File: src/hdl/mcspg_pkg.sv
package mcspg_pkg;

  localparam int CHANNELS = 4;
  localparam int CH_W = (CHANNELS > 1) ? $clog2(CHANNELS) : 1;
  localparam int PIN_W = 4;

  localparam logic [2:0] OP_TICK     = 3'd0;
  localparam logic [2:0] OP_ADD_MOVE = 3'd1;
  localparam logic [2:0] OP_STOP     = 3'd2;
  localparam logic [2:0] OP_SET_POS  = 3'd3;
  localparam logic [2:0] OP_SET_EN   = 3'd4;

  localparam logic [1:0] ST_OK     = 2'd0;
  localparam logic [1:0] ST_RANGE  = 2'd1;
  localparam logic [1:0] ST_UNCONF = 2'd2;

  localparam logic [1:0] CFG_CONFIGURED = 2'd0;
  localparam logic [1:0] CFG_INV_STEP   = 2'd1;
  localparam logic [1:0] CFG_INV_DIR    = 2'd2;
  localparam logic [1:0] CFG_INV_EN     = 2'd3;

  typedef enum logic [1:0] {U_TICK, U_SCAN, U_MOVE} unit_mode_t;

  typedef struct packed {
    logic [31:0] position;
    logic        backward;
    logic        enabled;
    logic [31:0] interval;
    logic [31:0] remaining;
    logic [31:0] due;
  } chan_rec_t;

  typedef struct packed {
    logic            wr_pos;
    logic            wr_dir;
    logic            wr_en;
    logic            wr_ivl;
    logic            wr_rem;
    logic            wr_due;
    logic [CH_W-1:0] idx;
  } chan_wr_t;

  typedef struct packed {
    logic        fire;
    logic        pulse;
    logic        take;
    logic [31:0] pos_next;
    logic [31:0] rem_next;
    logic [31:0] due_next;
  } unit_res_t;

  // channels 4 and up have no register bits
  function automatic logic mask_bit(input logic [3:0] m, input logic [2:0] c);
    return (c < 3'd4) ? m[c[1:0]] : 1'b0;
  endfunction

endpackage

File: src/hdl/multi_channel_step_pulse_generator_unit.sv
// Step/dir pulse generator for CHANNELS stepper channels. Each item is one
// operation (tick, add move, stop, set position, set enable) and yields one
// result. The block works on one item at a time: a shared 32-bit add and
// compare unit visits the channels one per cycle. A tick makes one pass to
// step the channels and one pass to find the earliest due time; other
// operations make their channel write and then the scan pass. A waiting
// result holds the block until it is taken. The next item is accepted
// once the result sits in the output register. Configuration writes land at
// once and belong to idle periods.
module multi_channel_step_pulse_generator_unit import mcspg_pkg::*; (
  input  logic        clk,
  input  logic        rst,
  input  logic        cfg_write,
  input  logic [1:0]  cfg_index,
  input  logic [3:0]  cfg_data,
  input  logic        in_valid,
  output logic        in_ready,
  input  logic [2:0]  operation,
  input  logic [2:0]  channel,
  input  logic [31:0] now_time,
  input  logic [31:0] move_interval,
  input  logic [31:0] step_count,
  input  logic        direction,
  input  logic signed [31:0] position_value,
  input  logic        enable_value,
  output logic        out_valid,
  input  logic        out_ready,
  output logic [3:0]  step_mask,
  output logic [3:0]  dir_pin_levels,
  output logic [3:0]  enable_pin_levels,
  output logic signed [31:0] position_out,
  output logic        moving,
  output logic [31:0] wake_time,
  output logic        wake_valid,
  output logic [1:0]  status
);

  typedef enum logic [2:0] {S_IDLE, S_OP, S_TICK, S_SCAN, S_PUSH} state_t;

  state_t state;
  logic [3:0] configured_mask, invert_step_mask, invert_dir_mask, invert_enable_mask;

  logic [2:0]  op;
  logic [2:0]  ch;
  logic [31:0] now, ivl, cnt, pos;
  logic        dir, en;
  logic [1:0]  stat;
  logic        in_range;
  logic [CH_W-1:0] idx;
  logic [CHANNELS-1:0] steps;
  logic [31:0] wake;
  logic        wake_v;
  logic [31:0] pos_cap;
  logic        moving_cap;

  logic        ch_in_range, ch_configured;
  logic [1:0]  stat_next;
  logic [CH_W-1:0] ch_idx;
  logic        last;

  chan_wr_t    wr;
  chan_rec_t   wdata, rec;
  unit_res_t   res;
  unit_mode_t  mode;
  logic [CHANNELS-1:0] backward_vec, enabled_vec;
  logic [3:0]  dir_lv, en_lv, step_lv;

  assign in_ready = (state == S_IDLE);
  assign ch_idx = ch[CH_W-1:0];
  assign last = (idx == CH_W'(CHANNELS - 1));

  // status of an incoming item, from the ports and current configuration
  always_comb begin
    ch_in_range = ({1'b0, channel} < 4'(CHANNELS));
    ch_configured = mask_bit(configured_mask, channel);
    stat_next = ST_OK;
    if (!ch_in_range) begin
      if (operation <= OP_SET_EN) stat_next = ST_RANGE;
    end else if ((operation inside {OP_ADD_MOVE, OP_SET_EN}) && !ch_configured) begin
      stat_next = ST_UNCONF;
    end
  end

  always_comb begin
    case (state)
      S_TICK:  mode = U_TICK;
      S_OP:    mode = U_MOVE;
      default: mode = U_SCAN;
    endcase
  end

  mcspg_step_unit u_step (
    .mode       (mode),
    .rec        (rec),
    .configured (mask_bit(configured_mask, 3'(idx))),
    .now        (now),
    .ivl        (ivl),
    .wake       (wake),
    .wake_valid (wake_v),
    .res        (res)
  );

  // channel writes: tick pass at the visited channel, operations at the item's
  always_comb begin
    wr = '0;
    wdata = '0;
    wr.idx = idx;
    if (state == S_TICK) begin
      wr.wr_pos = res.pulse;
      wr.wr_rem = res.fire;
      wr.wr_due = res.fire;
      wdata.position = res.pos_next;
      wdata.remaining = res.rem_next;
      wdata.due = res.due_next;
    end else if (state == S_OP && stat == ST_OK && in_range) begin
      wr.idx = ch_idx;
      case (op)
        OP_ADD_MOVE: begin
          wr.wr_ivl = 1'b1;
          wr.wr_rem = 1'b1;
          wr.wr_dir = 1'b1;
          wr.wr_due = 1'b1;
          wdata.interval = ivl;
          wdata.remaining = cnt;
          wdata.backward = dir;
          wdata.due = res.due_next;
        end
        OP_STOP: begin
          wr.wr_rem = 1'b1;
          wr.wr_ivl = 1'b1;
        end
        OP_SET_POS: begin
          wr.wr_pos = 1'b1;
          wdata.position = pos;
        end
        OP_SET_EN: begin
          wr.wr_en = 1'b1;
          wdata.enabled = en;
        end
        default: ;
      endcase
    end
  end

  mcspg_chan_regs u_regs (
    .clk          (clk),
    .rst          (rst),
    .wr           (wr),
    .wdata        (wdata),
    .rd_idx       (idx),
    .rdata        (rec),
    .backward_vec (backward_vec),
    .enabled_vec  (enabled_vec)
  );

  for (genvar i = 0; i < 4; i++) begin : g_pins
    if (i < CHANNELS) begin : g_live
      assign dir_lv[i] = backward_vec[i] ^ invert_dir_mask[i];
      assign en_lv[i] = ~enabled_vec[i] ^ invert_enable_mask[i];
      assign step_lv[i] = steps[i];
    end else begin : g_none
      assign dir_lv[i] = 1'b0;
      assign en_lv[i] = 1'b0;
      assign step_lv[i] = 1'b0;
    end
  end

  always_ff @(posedge clk) begin
    if (rst) begin
      configured_mask <= '0;
      invert_step_mask <= '0;
      invert_dir_mask <= '0;
      invert_enable_mask <= '0;
    end else if (cfg_write) begin
      case (cfg_index)
        CFG_CONFIGURED: configured_mask <= cfg_data;
        CFG_INV_STEP:   invert_step_mask <= cfg_data;
        CFG_INV_DIR:    invert_dir_mask <= cfg_data;
        CFG_INV_EN:     invert_enable_mask <= cfg_data;
        default: ;
      endcase
    end
  end

  always_ff @(posedge clk) begin
    if (rst) begin
      state <= S_IDLE;
      idx <= '0;
      out_valid <= 1'b0;
    end else begin
      if (out_valid && out_ready && state != S_PUSH) out_valid <= 1'b0;
      case (state)
        S_IDLE: begin
          if (in_valid) begin
            op <= operation;
            ch <= channel;
            now <= now_time;
            ivl <= move_interval;
            cnt <= step_count;
            dir <= direction;
            pos <= position_value;
            en <= enable_value;
            stat <= stat_next;
            in_range <= ch_in_range;
            steps <= '0;
            wake <= '0;
            wake_v <= 1'b0;
            pos_cap <= '0;
            moving_cap <= 1'b0;
            idx <= '0;
            state <= (operation == OP_TICK) ? S_TICK : S_OP;
          end
        end
        S_OP: begin
          state <= S_SCAN;
        end
        S_TICK: begin
          if (res.pulse) steps[idx] <= 1'b1;
          idx <= last ? '0 : idx + CH_W'(1);
          if (last) state <= S_SCAN;
        end
        S_SCAN: begin
          if (res.take) begin
            wake <= rec.due;
            wake_v <= 1'b1;
          end
          // pick up the addressed channel as the pass goes by
          if (in_range && idx == ch_idx) begin
            pos_cap <= rec.position;
            moving_cap <= (rec.remaining != 32'd0);
          end
          idx <= last ? '0 : idx + CH_W'(1);
          if (last) state <= S_PUSH;
        end
        S_PUSH: begin
          if (!out_valid || out_ready) begin
            out_valid <= 1'b1;
            step_mask <= step_lv;
            dir_pin_levels <= dir_lv;
            enable_pin_levels <= en_lv;
            position_out <= pos_cap;
            moving <= moving_cap;
            wake_time <= wake;
            wake_valid <= wake_v;
            status <= stat;
            state <= S_IDLE;
          end
        end
        default: state <= S_IDLE;
      endcase
    end
  end

endmodule

File: src/hdl/mcspg_step_unit.sv
module mcspg_step_unit import mcspg_pkg::*; (
  input  unit_mode_t  mode,
  input  chan_rec_t   rec,
  input  logic        configured,
  input  logic [31:0] now,
  input  logic [31:0] ivl,
  input  logic [31:0] wake,
  input  logic        wake_valid,
  output unit_res_t   res
);

  logic [31:0] sub_a, sub_b, diff, add_a, add_b, sum;
  logic        active;

  always_comb begin
    // one subtractor: due check on a tick, earliest-time compare on a scan
    if (mode == U_SCAN) begin
      sub_a = rec.due;
      sub_b = wake;
    end else begin
      sub_a = now;
      sub_b = rec.due;
    end
    diff = sub_a - sub_b;

    if (mode == U_MOVE) begin
      add_a = now;
      add_b = ivl;
    end else begin
      add_a = rec.due;
      add_b = rec.interval;
    end
    sum = add_a + add_b;

    active = (rec.remaining != 32'd0);
    res.fire = active && !diff[31];
    res.pulse = res.fire && configured && rec.enabled;
    res.take = active && (!wake_valid || diff[31]);
    res.pos_next = rec.backward ? (rec.position - 32'd1) : (rec.position + 32'd1);
    res.rem_next = rec.remaining - 32'd1;
    if (mode == U_MOVE) begin
      res.due_next = sum;
    end else if (res.rem_next != 32'd0) begin
      res.due_next = sum;
    end else begin
      res.due_next = rec.due;
    end
  end

endmodule

File: src/hdl/mcspg_chan_regs.sv
module mcspg_chan_regs import mcspg_pkg::*; (
  input  logic                clk,
  input  logic                rst,
  input  chan_wr_t            wr,
  input  chan_rec_t           wdata,
  input  logic [CH_W-1:0]     rd_idx,
  output chan_rec_t           rdata,
  output logic [CHANNELS-1:0] backward_vec,
  output logic [CHANNELS-1:0] enabled_vec
);

  logic [31:0] position [CHANNELS];
  logic [31:0] interval [CHANNELS];
  logic [31:0] remaining [CHANNELS];
  logic [31:0] due [CHANNELS];
  logic [CHANNELS-1:0] backward;
  logic [CHANNELS-1:0] enabled;

  always_ff @(posedge clk) begin
    if (rst) begin
      for (int i = 0; i < CHANNELS; i++) begin
        position[i] <= '0;
        interval[i] <= '0;
        remaining[i] <= '0;
        due[i] <= '0;
      end
      backward <= '0;
      enabled <= '0;
    end else begin
      if (wr.wr_pos) position[wr.idx] <= wdata.position;
      if (wr.wr_dir) backward[wr.idx] <= wdata.backward;
      if (wr.wr_en) enabled[wr.idx] <= wdata.enabled;
      if (wr.wr_ivl) interval[wr.idx] <= wdata.interval;
      if (wr.wr_rem) remaining[wr.idx] <= wdata.remaining;
      if (wr.wr_due) due[wr.idx] <= wdata.due;
    end
  end

  always_comb begin
    rdata.position = position[rd_idx];
    rdata.backward = backward[rd_idx];
    rdata.enabled = enabled[rd_idx];
    rdata.interval = interval[rd_idx];
    rdata.remaining = remaining[rd_idx];
    rdata.due = due[rd_idx];
  end

  assign backward_vec = backward;
  assign enabled_vec = enabled;

endmodule

File: config.mk
export PLATFORM = sky130hd
export DESIGN_NAME = multi_channel_step_pulse_generator_unit
export DESIGN_NICKNAME = d
export VERILOG_FILES = /design/src/hdl/mcspg_pkg.sv /design/src/hdl/multi_channel_step_pulse_generator_unit.sv /design/src/hdl/mcspg_step_unit.sv /design/src/hdl/mcspg_chan_regs.sv
export SDC_FILE = /design/constraint.sdc
export NUM_CORES = 1
export LEC_CHECK = 0
export ABC_AREA = 1
export BUFFER_PORTS_ARGS = -buffer_cell sky130_fd_sc_hd__buf_2
export CAP_MARGIN = 40
export CORE_ASPECT_RATIO = 2
export CORE_UTILIZATION = 45
export CTS_CLUSTER_DIAMETER = 100
export DETAILED_ROUTE_END_ITERATION = 10
export GPL_ROUTABILITY_DRIVEN = 0
export PLACE_DENSITY = 0.59
export SLEW_MARGIN = 0
export SYNTH_ARGS = -nofsm -noshare
export SYNTH_HDL_FRONTEND = slang
export SYNTH_SLANG_ARGS = --single-unit
File: constraint.sdc
create_clock -name clk -period 13.4 [get_ports clk]
set_input_delay 0.67 -clock clk [delete_from_list [all_inputs] [get_ports clk]]
set_output_delay 0.67 -clock clk [all_outputs]
set_load 0.01 [all_outputs]
; ---- Yosys cells after proc, flatten, opt, wreduce, memory -nomap -nowiden
; Memories as Yosys holds them, arrays and structs flattened. A register that Yosys moved wholly into a read port is not among the register bits.
; Cells that the tools add are included.
[classes]
n_eq_ne = 24
n_lt_le_gt_ge = 8
n_bitwise = 14
reduce_logical = 44
mux = 102
add_sub_neg = 6
[op_table]
columns = op, count
row1 = $mux W32, 16
row2 = $mux W130, 1
row3 = $pmux W32 S2, 2
row4 = $reduce_or A32 Y1, 4
row5 = $mux W96, 1
row6 = $mux W64, 1
row7 = $reduce_bool A32 Y1, 2
row8 = $sub A32 B1 Y32 const B, 2
row9 = $mux W2, 20
row10 = $mux W1, 38
row11 = $mux W34, 1
row12 = $add A32 B1 Y32 const B, 1
row13 = $add A32 B32 Y32, 1
row14 = $sub A32 B32 Y32, 1
row15 = $reduce_and A4 Y1, 4
row16 = $mux W3, 5
row17 = $pmux W3 S5, 1
row18 = $ne A2 B2 Y1 const B, 7
row19 = $eq A3 B2 Y1 const B, 4
row20 = $logic_and A1 B1 Y1, 12
row21 = $eq A3 B1 Y1 const B, 3
row22 = $eq A3 B3 Y1 const B, 3
row23 = $lt A2 B3 Y1 const B, 3
row24 = $bmux W1 S2, 4
row25 = 26 further kinds, 61
[totals]
mem_count = 4
input_bits = 147
reg_bits = 314
elab_cells = 233
out_inout_bits = 82
ramBits = 512
[mem_list]
columns = name, words, word_bits, rd, rd_ports_with_merged_regs, write_ports, line_no
row1 = u_regs.due, 4, 32, 1, 1, 4, mcspg_chan_regs.sv:15  ; logic [31:0] due [CHANNELS];
row2 = u_regs.interval, 4, 32, 1, 1, 4, mcspg_chan_regs.sv:13  ; logic [31:0] interval [CHANNELS];
row3 = u_regs.position, 4, 32, 1, 1, 4, mcspg_chan_regs.sv:12  ; logic [31:0] position [CHANNELS];
row4 = u_regs.remaining, 4, 32, 1, 1, 4, mcspg_chan_regs.sv:14  ; logic [31:0] remaining [CHANNELS];

; ---- Logic depth before layout (Yosys ltp)
[logic_depth]
ltp_word = 15
ltp_mapped = 31
ltp_nobuf = 24

; ---- Hierarchy
; From an unflattened synthesis, not the netlist that was laid out.
[hier_totals]
hier_cells = 4678
area_unflattened_um2 = 43065.1
[modules_own_cells]
columns = mod, cells_each, n_inst, seq_area_each_um2, area_per_inst_um2
row1 = mcspg_chan_regs, 2290, 1, 15534.9, 23556.3
row2 = multi_channel_step_pulse_generator_unit, 976, 1, 9008.6, 12209.2
row3 = mcspg_step_unit, 1412, 1, 0.0, 7299.5

; ---- Least setup slack after synthesis
; Ideal clock, no wire load.
[synth_path]
path_type = register to register
start = reg state[0]
end = reg ch[0] (enable)
slack_ns = 2.316
t_required_ns = 12.596
synth_period_minus_slack_ns = 11.084
path_buffers = 0
stages_incl_launch_ff = 6
arrival_ns = 10.280
setup_ns = 0.804
cell_sequence = dfxtp_1 nor2_1 inv_1 nor2_1 inv_1 nor3_1
[synth_between]
elab_chain_cells = 2
[synth_rtl]
columns = element, line_no
row1 = "start, declared", multi_channel_step_pulse_generator_unit.sv:40  ; state_t state;
row2 = "start signal, assigned", multi_channel_step_pulse_generator_unit.sv:211  ; state <= (operation == OP_TICK) ? S_TICK : S_OP;
row3 = $logic_not A3 Y1, n/a
row4 = net in_ready, multi_channel_step_pulse_generator_unit.sv:17  ; output logic in_ready,
row5 = $reduce_and A3 Y1 (no line), n/a
row6 = "end signal, assigned", multi_channel_step_pulse_generator_unit.sv:196  ; ch <= channel;
row7 = "end, declared", multi_channel_step_pulse_generator_unit.sv:44  ; logic [2:0] ch;
; The timed path passes the listed nets, and every way through them passes these cells.
; A chain may end at the register's enable or synchronous reset.

==> metrics.csv <==
stage;metric;value;unit
outcome;status;completed;
die;die_x;213.4;µm
setup_path;crit_path_top_delay_cell;dfxtp_4;
cts;cts.root.buffer_cell;clkbuf_16;
logic_synthesis;synth_cell_types;56;
sta;rsz0062_at_grt;false;
drt;totalWireLength;121600;µm
setup_path;cp-end-kind;register;
logic_synthesis;syn_nets;4378;
drt;wl_per_cell;21.91;µm
die;start_util;45.59;%
finish;finalNetCount;4560;
finish;area_growth;12.79;%
finish;drive_above_1_share;11.49;%
sta;max_slew_margin;38.40;%
drt;postRouteAntennaNets;0;
die;die_y;424.9;µm
cts;clk_latency;0.68;ns
grt;grt_pass1_vias;30650;
finish;n_fill_cell;8248;
sta;final.setup_skew;0.02438;ns
drt;firstDrtPassIters;5;
setup_path;crit_required;13.75;ns
sta;finalCritPeriodShare;51.81;%
grt;grt_use_total;27.01;%
worst_hold_path;hold_path.class;in -> reg;
setup_path;cp_common_cell;buf_4;
flow_run;cap_violations;0;
setup_path;worstSetupStartpointType;register;
logic_synthesis;synth_seq_area_share;61.10;%
setup_path;slowest_delay;0.81;ns
cts;clock_sinks;828;
power_and_ir_drop;p_seq_share;35.1;%
die;die_area;0.09069;mm²
cts;cts_resized;0;
placement;placed_cells;5402;
finish;fin_cells;5550;
power_and_ir_drop;comb_power_share;38.7;%
setup_path;worst-path-buf-inv;5;
cts;cts_setup_buffers;0;
cts;ctsLongestPathBuffers;3;
logic_synthesis;netlist_instances;4132;
die;core_area;0.08825;mm²
logic_synthesis;netlist_area;0.04024;mm²
logic_synthesis;ys_seq_elements;828;
power_and_ir_drop;p_int;0.005471;W
placement;dpl.hpwl;84530;µm
sta;tns;0;ns
cts;cts_buffers;80;
setup_path;critical_path_class;reg -> reg;
setup_path;cp_data_arrival_time;7.30;ns
power_and_ir_drop;power_density;200.0;mW/mm²
logic_synthesis;syn_avg_cell_area;9.738;µm²
power_and_ir_drop;p_switching;0.003607;W
drt;viasPerCell;5.544;
cts;htreeDepth;3;
sta;worst_slew_pin_slew;0.9144;ns
grt;grt_max_degree;87;
setup_path;cp_cell_sequence;inv_4, buf_4, a21oi_1, a32o_1, o21ai_0, ha_1, nand4_1, nor3_1, nor4b_1, clkdlybuf4s15_2, nand2_1, nand3_1, nand3_2, o21ai_1, buf_4, nand3_2, nand2_1, buf_4;
finish;regArea;0.02459;mm²
power_and_ir_drop;p_clk_share;26.2;%
die;core.rowCount;154;
sta;slew_violations;0;
logic_synthesis;yosys_warnings;0;
sta;fmax;144.0;MHz
finish;final_common_cell;nor2_1;
drt;drc;0;
cts;cts_hold_buf;0;
power_and_ir_drop;p_leak;17.93;nW
sta;hold_viol_final;0;
finish;mostFrequentLayoutCells;821 x nor2_1, 800 x edfxtp_1, 791 x nand2_1, 339 x o21ai_0, 287 x inv_1;
placement;portBuffers;228;
sta;finalSetupViolCount;0;
die;pin_count;229;
setup_path;critical-path-top-delay-family;simple AND/OR/NAND/NOR gates;
sta;fin_crit;6.942;ns
finish;multi_input_area;0.01373;mm²
grt;antenna_found_initial;2;
grt;gr-total-overflow;0;
setup_path;path_max_fanout;46;
power_and_ir_drop;ir_drop;0.1070;mV
drt;first_iter_violations;2341;
power_and_ir_drop;p_sw_share;39.73;%
grt;grt_pass1_wl;181200;µm
drt;vias;30770;
cts;cts_tree;done;
cts;clkSlewWorstSetupHoldPaths;0.07;ns
## power by group through the flow
stage	logic (W)	registers [W]	clock network (W)
floorplan	0.00239	0.00321	0
global placement	0.00343	0.00324	0
detailed placement	0.00346	0.00324	0
CTS	0.00348	0.00319	0.00242
global route	0.00385	0.00320	0.00250
finish	0.00351	0.00318	0.00238
## cell families (layout without fill, tap and decap cells)
family	count (synthesis)	after routing	synth area share, %
xor+xnor	46	46	1.001
buf+inv	500	747	5.084
flops	828	828	61.10
fa+ha+maj	99	99	3.116
simple gates	1962	1962	19.90
mux	1	1	0.02798
other cells	0	1	0
compound gates	696	696	9.777
## cells in the mapped netlist (all sizes together)
master / instances / area [µm²]
mux2: 1 / 11.26
nand3: 224 / 1179
a22o: 6 / 52.55
a32oi: 2 / 17.52
a21boi: 2 / 15.01
o22ai: 16 / 100.1
nand2: 799 / 3024
a221oi: 3 / 26.28
o211a: 1 / 10.01
nor3b: 1 / 7.510
nor3: 33 / 165.2
fa: 2 / 40.04
o31ai: 1 / 7.510
o211ai: 3 / 22.52
o21bai: 6 / 45.04
inv: 297 / 1117
o311ai: 3 / 26.28
a32o: 23 / 230.2
o311a: 2 / 20.02
or2: 15 / 93.84
xnor2: 25 / 219.0
nand4: 34 / 212.7
edfxtp: 800 / 24020
clkinv: 2 / 7.510
a211oi: 2 / 15.01
a21o: 4 / 30.03
buf: 74 / 444.2
xor2: 21 / 183.9
dfxtp: 28 / 560.5
a31oi: 14 / 87.58
nor2: 839 / 3204
nor4b: 1 / 8.760
a22oi: 26 / 195.2
clkbuf: 127 / 476.7
nor4: 6 / 37.54
nand3b: 8 / 60.06
o221ai: 16 / 140.1
a21oi: 199 / 996.0
o2111ai: 1 / 8.760
ha: 97 / 1214
o21ai: 357 / 1821
o21a: 9 / 67.56
and2: 2 / 12.51
## layer usage
| layer | vias to the layer above | global-route usage [%] | share of wire [%] |
|---|---|---|---|
| li1 | 14550 | - | - |
| met1 | 14800 | 28.79 | 35 |
| met2 | 1088 | 50.80 | 54 |
| met3 | 326 | 3.534 | 5.2 |
| met4 | 0 | 14.10 | 5.2 |
| met5 | - | 0 | 0 |
## cell type report
cell class	count	area share, %
clock inverter	51	1.271
sequential	828	54.19
inverter	299	2.495
multi-input combinational	2804	30.26
tap	1170	3.226
clock buffer	96	4.682
timing repair buffer	301	3.876
antenna	1	0.005514
## sequential cells by signal, summed over array words and instances (netlist names), 32 cells and up, named ones only
register,count
u_regs.due,128
pos_cap,32
u_regs.interval,128
u_regs.remaining,128
u_regs.position,128
position_out,32
ivl,32
cnt,32
wake_time,32
wake,32
pos,32
now,32
## stage by stage
| step | utilization (%) | setup WS [ns] | hold WS [ns] | cell area, µm² | total power, W |
|---|---|---|---|---|---|
| finish | 51.42 | 6.458 | 0.1621 | 45380 | 0.009078 |
| detailed placement | 48.36 | 6.527 | 0.4057 | 42680 | 0.006700 |
| CTS | 51.42 | 6.477 | 0.1218 | 45380 | 0.009088 |
| global route | 51.42 | 6.115 | 0.1464 | 45380 | 0.009549 |
| floorplan | - | 2.316 | 0.4003 | 40240 | 0.005598 |
| global placement | 48.20 | 6.122 | 0.4026 | 42540 | 0.006666 |
## worst paths after layout
path	endpoint	cells after the start	slack, ns	from
max	u_regs.position[1][10]	18	6.46	register
min	pos[2]	1	0.16	position_value[2]
max reg2reg	u_regs.position[1][10]	18	6.46	register
min reg2reg	position_out[9]	0	0.42	pos_cap[9]
Power figures use the tool's default switching activity.
